**config.mk**
```make
export PLATFORM = sky130hd
export DESIGN_NAME = salsa20_8_core_block
export DESIGN_NICKNAME = d
export VERILOG_FILES = /design/src/hw/rtl/s208_pkg.sv /design/src/hw/rtl/s208_qstep.sv /design/src/hw/rtl/s208_ctrl.sv /design/src/hw/rtl/salsa20_8_core_block.sv
export SDC_FILE = /design/constraint.sdc
export NUM_CORES = 2
export LEC_CHECK = 0
export ABC_AREA = 1
export BUFFER_PORTS_ARGS = -buffer_cell sky130_fd_sc_hd__buf_2
export CORE_AREA = 2 2 359 361
export CTS_BUF_LIST = sky130_fd_sc_hd__clkbuf_8
export DETAILED_ROUTE_END_ITERATION = 12
export DIE_AREA = 0 0 361 363
export PLACE_DENSITY = 0.71
export SLEW_MARGIN = 10
export SYNTH_ARGS = -nofsm -noshare
export SYNTH_HDL_FRONTEND = slang
export SYNTH_SLANG_ARGS = --single-unit
export TNS_END_PERCENT = 100
```
**constraint.sdc**
```tcl
create_clock -name clk -period 15.7 [get_ports clk]
set_input_delay 2.355 -clock clk [delete_from_list [all_inputs] [get_ports clk]]
set_output_delay 2.355 -clock clk [all_outputs]
set_load 0.02 [all_outputs]
```
**src/hw/rtl/s208_pkg.sv**
```systemverilog
package s208_pkg;

  // Sequencer states
  typedef enum logic [2:0] {
    S_LOAD,
    S_GATHER,
    S_COMPUTE,
    S_OUT_RD,
    S_OUT_ADD,
    S_OUT_HOLD
  } state_t;

  // Rotate amount of each quarter-round step, in step order
  typedef enum logic [1:0] {
    ROT_7,
    ROT_9,
    ROT_13,
    ROT_18
  } rot_t;

  localparam int unsigned WORD_W = 32;

  localparam logic [3:0] LAST_WORD_IDX = 4'd15;
  localparam logic [2:0] GATHER_LAST   = 3'd4;  // last gather index: four reads, then a drain
  localparam logic [1:0] LAST_STEP     = 2'd3;
  localparam logic [2:0] LAST_QR       = 3'd7;
  localparam logic [1:0] LAST_DR       = 2'd3;  // four double rounds = eight rounds

  // Word indexes (a, b, c, d) of the eight quarter-rounds of a double round
  localparam logic [3:0] QR_LANE [0:7][0:3] = '{
    '{4'd0,  4'd4,  4'd8,  4'd12},
    '{4'd5,  4'd9,  4'd13, 4'd1 },
    '{4'd10, 4'd14, 4'd2,  4'd6 },
    '{4'd15, 4'd3,  4'd7,  4'd11},
    '{4'd0,  4'd1,  4'd2,  4'd3 },
    '{4'd5,  4'd6,  4'd7,  4'd4 },
    '{4'd10, 4'd11, 4'd8,  4'd9 },
    '{4'd15, 4'd12, 4'd13, 4'd14}
  };

  // Control bundle from sequencer to datapath
  typedef struct packed {
    logic       load_we;    // store an input beat in both memories
    logic       step_en;    // one quarter-round step, write back result
    logic       win_shift;  // shift read data into the window
    logic       out_load;   // capture sum into the output register
    logic       last;       // current output is word 15
    rot_t       rot_sel;
    logic [3:0] rd_addr;
    logic [3:0] wr_addr;
  } ctl_t;

  function automatic logic [WORD_W-1:0] rotl(input logic [WORD_W-1:0] v,
                                             input int unsigned n);
    rotl = (v << n) | (v >> (WORD_W - n));
  endfunction

endpackage

```
**src/hw/rtl/s208_qstep.sv**
```systemverilog
// Shared step unit: t ^ rotl(x + y, amount)
module s208_qstep (
  input  logic [31:0]   x,
  input  logic [31:0]   y,
  input  logic [31:0]   t,
  input  s208_pkg::rot_t rot_sel,
  output logic [31:0]   res
);

  logic [31:0] sum;
  logic [31:0] rot;

  assign sum = x + y;

  always_comb begin
    unique case (rot_sel)
      s208_pkg::ROT_7:  rot = s208_pkg::rotl(sum, 7);
      s208_pkg::ROT_9:  rot = s208_pkg::rotl(sum, 9);
      s208_pkg::ROT_13: rot = s208_pkg::rotl(sum, 13);
      s208_pkg::ROT_18: rot = s208_pkg::rotl(sum, 18);
      default:          rot = sum;
    endcase
  end

  assign res = t ^ rot;

endmodule

```
**src/hw/rtl/s208_ctrl.sv**
```systemverilog
// Sequencer: load, gather/compute per quarter-round, then output
module s208_ctrl (
  input  logic           clk,
  input  logic           rst,
  input  logic           in_valid,
  input  logic           out_ready,
  output logic           in_ready,
  output logic           out_valid,
  output s208_pkg::ctl_t ctl
);

  s208_pkg::state_t state, state_next;
  logic [3:0] k, k_next;     // word index for load and output
  logic [2:0] cnt, cnt_next; // gather cycle or step index
  logic [2:0] qr, qr_next;   // quarter-round within double round
  logic [1:0] dr, dr_next;   // double round

  // Next state
  always_comb begin
    state_next = state;
    unique case (state)
      s208_pkg::S_LOAD:
        if (in_valid && k == s208_pkg::LAST_WORD_IDX) state_next = s208_pkg::S_GATHER;
      s208_pkg::S_GATHER:
        if (cnt == s208_pkg::GATHER_LAST) state_next = s208_pkg::S_COMPUTE;
      s208_pkg::S_COMPUTE:
        if (cnt[1:0] == s208_pkg::LAST_STEP) begin
          if (qr == s208_pkg::LAST_QR && dr == s208_pkg::LAST_DR) begin
            state_next = s208_pkg::S_OUT_RD;
          end else begin
            state_next = s208_pkg::S_GATHER;
          end
        end
      s208_pkg::S_OUT_RD:  state_next = s208_pkg::S_OUT_ADD;
      s208_pkg::S_OUT_ADD: state_next = s208_pkg::S_OUT_HOLD;
      s208_pkg::S_OUT_HOLD:
        if (out_ready) begin
          state_next = (k == s208_pkg::LAST_WORD_IDX) ? s208_pkg::S_LOAD
                                                      : s208_pkg::S_OUT_RD;
        end
      default: state_next = s208_pkg::S_LOAD;
    endcase
  end

  // Counters
  always_comb begin
    k_next   = k;
    cnt_next = cnt;
    qr_next  = qr;
    dr_next  = dr;
    unique case (state)
      s208_pkg::S_LOAD:
        if (in_valid) begin
          k_next   = 4'(k + 4'd1);  // wraps to 0 after word 15
          cnt_next = '0;
          qr_next  = '0;
          dr_next  = '0;
        end
      s208_pkg::S_GATHER:
        cnt_next = (cnt == s208_pkg::GATHER_LAST) ? 3'd0 : 3'(cnt + 3'd1);
      s208_pkg::S_COMPUTE:
        if (cnt[1:0] == s208_pkg::LAST_STEP) begin
          cnt_next = '0;
          qr_next  = 3'(qr + 3'd1);
          if (qr == s208_pkg::LAST_QR) dr_next = 2'(dr + 2'd1);
        end else begin
          cnt_next = 3'(cnt + 3'd1);
        end
      s208_pkg::S_OUT_HOLD:
        if (out_ready) k_next = 4'(k + 4'd1);
      default: ;
    endcase
  end

  // Outputs
  always_comb begin
    in_ready      = 1'b0;
    out_valid     = 1'b0;
    ctl           = '0;
    ctl.rot_sel   = s208_pkg::rot_t'(cnt[1:0]);
    ctl.rd_addr   = k;
    ctl.wr_addr   = k;
    ctl.last      = (k == s208_pkg::LAST_WORD_IDX);
    unique case (state)
      s208_pkg::S_LOAD: begin
        in_ready    = 1'b1;
        ctl.load_we = in_valid;
      end
      s208_pkg::S_GATHER: begin
        ctl.rd_addr   = s208_pkg::QR_LANE[qr][cnt[1:0]];
        ctl.win_shift = (cnt != 3'd0);
      end
      s208_pkg::S_COMPUTE: begin
        // target of step s is lane (s+1) mod 4
        ctl.step_en = 1'b1;
        ctl.wr_addr = s208_pkg::QR_LANE[qr][2'(cnt[1:0] + 2'd1)];
      end
      s208_pkg::S_OUT_ADD:  ctl.out_load = 1'b1;
      s208_pkg::S_OUT_HOLD: out_valid    = 1'b1;
      default: ;
    endcase
  end

  always_ff @(posedge clk) begin
    if (rst) begin
      state <= s208_pkg::S_LOAD;
      k     <= '0;
      cnt   <= '0;
      qr    <= '0;
      dr    <= '0;
    end else begin
      state <= state_next;
      k     <= k_next;
      cnt   <= cnt_next;
      qr    <= qr_next;
      dr    <= dr_next;
    end
  end

endmodule

```
**src/hw/rtl/salsa20_8_core_block.sv**
```systemverilog
// Channel | Signals                          | Beat
// in      | in_valid, in_ready, in_word      | one input word, index 0..15
// out     | out_valid, out_ready, out_word,  | one result word, index 0..15;
//         | last_word                        | last_word marks word 15
// Input words 0..15 are taken one per cycle; word 15 starts the core.
// Core: 32 quarter-rounds, each a gather (4 reads + drain) then the steps, paced
// by the single read port of the working memory and the one shared step unit.
// Output: each word goes through memory read, add and hold; the next word's read
// starts only once the current one is taken. Not ready for input from word 15
// until the last output beat is taken. Synchronous reset drops a partial block.
module salsa20_8_core_block (
  input  logic        clk,
  input  logic        rst,
  input  logic        in_valid,
  output logic        in_ready,
  input  logic [31:0] in_word,
  output logic        out_valid,
  input  logic        out_ready,
  output logic [31:0] out_word,
  output logic        last_word
);

  s208_pkg::ctl_t ctl;

  logic [31:0] store_mem [16];
  logic [31:0] work_mem  [16];
  logic [31:0] store_rd;
  logic [31:0] work_rd;
  logic [31:0] win [4];  // quarter-round window, rotated each step
  logic [31:0] step_res;

  s208_ctrl u_ctrl (
    .clk       (clk),
    .rst       (rst),
    .in_valid  (in_valid),
    .out_ready (out_ready),
    .in_ready  (in_ready),
    .out_valid (out_valid),
    .ctl       (ctl)
  );

  // step: x = a-side operand, y = d-side operand, t = target
  s208_qstep u_qstep (
    .x       (win[0]),
    .y       (win[3]),
    .t       (win[1]),
    .rot_sel (ctl.rot_sel),
    .res     (step_res)
  );

  // Input store and working memory, one write and one read address each
  always_ff @(posedge clk) begin
    if (ctl.load_we) begin
      store_mem[ctl.wr_addr] <= in_word;
      work_mem[ctl.wr_addr]  <= in_word;
    end else if (ctl.step_en) begin
      work_mem[ctl.wr_addr]  <= step_res;
    end
    store_rd <= store_mem[ctl.rd_addr];
    work_rd  <= work_mem[ctl.rd_addr];
  end

  // Window: shift in gathered words, or step and rotate so fixed taps line up
  always_ff @(posedge clk) begin
    if (ctl.win_shift) begin
      win[0] <= win[1];
      win[1] <= win[2];
      win[2] <= win[3];
      win[3] <= work_rd;
    end else if (ctl.step_en) begin
      win[0] <= step_res;
      win[1] <= win[2];
      win[2] <= win[3];
      win[3] <= win[0];
    end
  end

  // Output register: feed-forward add
  always_ff @(posedge clk) begin
    if (ctl.out_load) begin
      out_word  <= work_rd + store_rd;
      last_word <= ctl.last;
    end
  end

endmodule

```
==> metrics <==
vias in the first global route=37400; CTS tree=built; share of layout cells above drive strength 1=8.19%; area occupied by multi-input gates=15800 um^2; Placement Rows=131; Synth Flop Type=edfxtp_1; Initial DRC Count=4347; Post-Synth XOR/XNOR Area=0.630%; largest net degree at the start of global routing=247; gr ovfl total=0; Post-DP HPWL=94500 um; WS Path Type=reg -> reg; slowest CP cell=buf_4; CTS Hold Buffers Added=0; Worst setup EP type=flip-flop; largest family of logic cells by synthesized area=simple AND/OR/NAND/NOR gates; Clock Tree Root=clkbuf_8; first-pass GRT wire length=228000 um; design area=62900 um^2; average wire per standard cell=20.7 um; mux cell area share after synthesis=0%; IO Port Bufs=70; RSZ-0062 raised after global routing=false; Clock Sinks=1264; DIE AREA=131000 um^2; max_cap viols=0; Clock Path Buffers=3; core box area=127000 um^2; crit path max fanout=97; period utilization=36.4%; area grow syn2layout=10.3%; Slew Limit Headroom=21.8%; Fin. Hold Viols=0; reg2reg setup slack=9.99 ns; fraction of the mapped netlist area in adder cells=1.65%; H-tree levels=4; CTS Buf Count=198; die span in x=361 um; Cells after DPL=7022; DP Area=59000 um^2; Yosys reg bits=1264; DR vias=39800; Pwr Density=152 nW/um^2; Clock Skews=0.0699 ns; maximum resistive drop on vdd=0.0000855 V; most frequent CP cell=buf_4; setup TNS=0 ns; synthesized area=57000 um^2; count of different cell masters after synthesis=46; clock-pin slew on the worst setup and hold paths=0.06 ns; initial core utilization=44.9%; fraction of registers with async set/reset=0%; Ports=71; synth warn=0; slowest stage delay, CP=0.84 ns; EDFF count, synth=1185; postcts setup bufs=0; RD Place Congestion=0.977; Vias per Instance=5.39; worst-path cell chain=ha_1 -> o21ai_0 -> a21oi_1 -> o31ai_4 -> buf_4 -> buf_4 -> buf_4 -> buf_4 -> nand3_1 -> o211ai_1 -> nand2_1 -> nand2_1 -> o21ai_1; worst slew pin tran=1.17 ns; Req. time, crit path=16.46 ns; Detail Route Antenna Nets=0; fill cell count=11200; Worst setup SP type=flip-flop; Clock Latency Late Sink=0.92 ns; initial antenna violation count=5; status=completed; Synth Area in Compound Gates=10.6%; Hold Crit Class=reg -> reg; Leak=0.0254 uW; Max Freq=0.175 GHz; post-CTS sizing=0; simple-gate share of the synthesized area=14.4%; min Tclk post-route=5.71 ns; Post-Syn Nets=5609; register area=37200 um^2; Total GRT Usage=23.0%; routed wire length=153000 um; Die Height=363 um; DRC=0; Synth Instances=5499; register area share after synthesis=65.2%; count of pins over their slew limit=0; DR pass1 iterations=5; Post-Syn Area per Cell=10.4 um^2; critical path arrival=6.47 ns; Final setup viols=0; nets=5670; Post-Layout Cell Count=7393
per-layer routing:
metal | vias to the layer above | part of all wire, % | global-route usage, %
li1 | 18900 | - | -
met1 | 19000 | 42 | 31.1
met2 | 1676 | 46 | 36.9
met3 | 307 | 8.7 | 4.20
met4 | 4 | 3.6 | 9.21
met5 | - | 0.015 | 0
cells by family after synthesis:
kind of cell / Yosys count
and+or+nand+nor: 2032
DFF: 1264
buffers and inverters: 1099
AOI/OAI and AO/OA: 989
adders and majority gates: 74
xor gates and xnor gates: 41
synthesized netlist by cell type, types with 9 or more instances:
cell type | instances | area (um^2)
ha_1 | 72 | 901
buf_4 | 9 | 67.6
nor3_1 | 44 | 220
o211ai_1 | 386 | 2900
o21ai_1 | 129 | 646
edfxtp_1 | 1185 | 35600
or2_2 | 17 | 106
nand3_1 | 299 | 1500
buf_2 | 87 | 435
inv_1 | 817 | 3070
nand2_1 | 1536 | 5770
and2_1 | 10 | 62.6
o21ai_0 | 364 | 1820
xor2_1 | 34 | 298
dfxtp_1 | 79 | 1580
clkbuf_1 | 163 | 612
nand4_1 | 20 | 125
nor2_1 | 90 | 338
buf_1 | 18 | 67.6
a21oi_1 | 65 | 325
a21o_1 | 10 | 75.1
nand3b_1 | 11 | 82.6
path summary, 6_finish.rpt:
check	startpoint	end	cells past startpoint
setup / recovery	u_ctrl.qr[0]$_SDFFE_PP0P_	store_rd[28]$_DFF_P_	13
hold / removal	win[0][87]$_DFFE_PP_	win[0][55]$_DFFE_PP_	0
hold reg to reg	win[0][87]$_DFFE_PP_	win[0][55]$_DFFE_PP_	0
setup reg to reg	u_ctrl.qr[0]$_SDFFE_PP0P_	store_rd[28]$_DFF_P_	13
cells in the final DEF, fill, tap and decap left out, types with 67 or more instances in the layout:
cell type  instances
buf_4             67
o211ai_1         386
o21ai_0          363
edfxtp_1        1185
clkbuf_8         216
o21ai_1          128
ha_1              72
nor2_1            89
dfxtp_1           78
buf_2             70
nand3_1          299
nand2_1         1536
inv_1            899
cell type report:
cell class              instances  share of cell area (%)
clock inverters               152                    1.38
well taps                    1662                    3.31
inverters                     821                    4.91
diodes                          3                  0.0119
flip-flops and latches       1264                    59.1
repair buffers                139                    1.42
multi-input cells            3136                    25.1
clock buffers                 216                    4.73
state kept, by name, indices dropped and copies added, names as in the netlist:
register / cells
out_word: 32
last_word: 1
u_ctrl.cnt: 3
u_ctrl.dr: 2
u_ctrl.k: 4
work_rd: 32
work_mem: 512
u_ctrl.state: 3
win: 128
store_mem: 512
store_rd: 32
u_ctrl.qr: 3
metrics by stage:
step	hold slack (ns)	power, uW	utilization, %	worst slack [ns]
after floorplan	0.400	5980	-	4.97
after global placement	0.401	6870	46.5	10.27
after detailed placement	0.405	6910	46.5	10.08
after CTS	0.398	9570	49.5	10.07
after global routing	0.402	10000	49.5	9.56
final	0.407	9560	49.5	9.99
power by group:
group          leakage [uW]  switching, uW  internal, uW  total [uW]
Clock               0.00229           1320          1350        2670
Combinational        0.0118           1830           743        2570
Sequential           0.0114            261          4060        4320
critical path: cells and delay by family (launching register included):
family | cells | cell delay (ns)
AOI/OAI and AO/OA | 5 | 1.34
adders and majority gates | 1 | 0.36
buffers and inverters | 4 | 3.07
DFF | 1 | 0.35
and+or+nand+nor | 3 | 0.30
(Power assumes the default switching activity.)
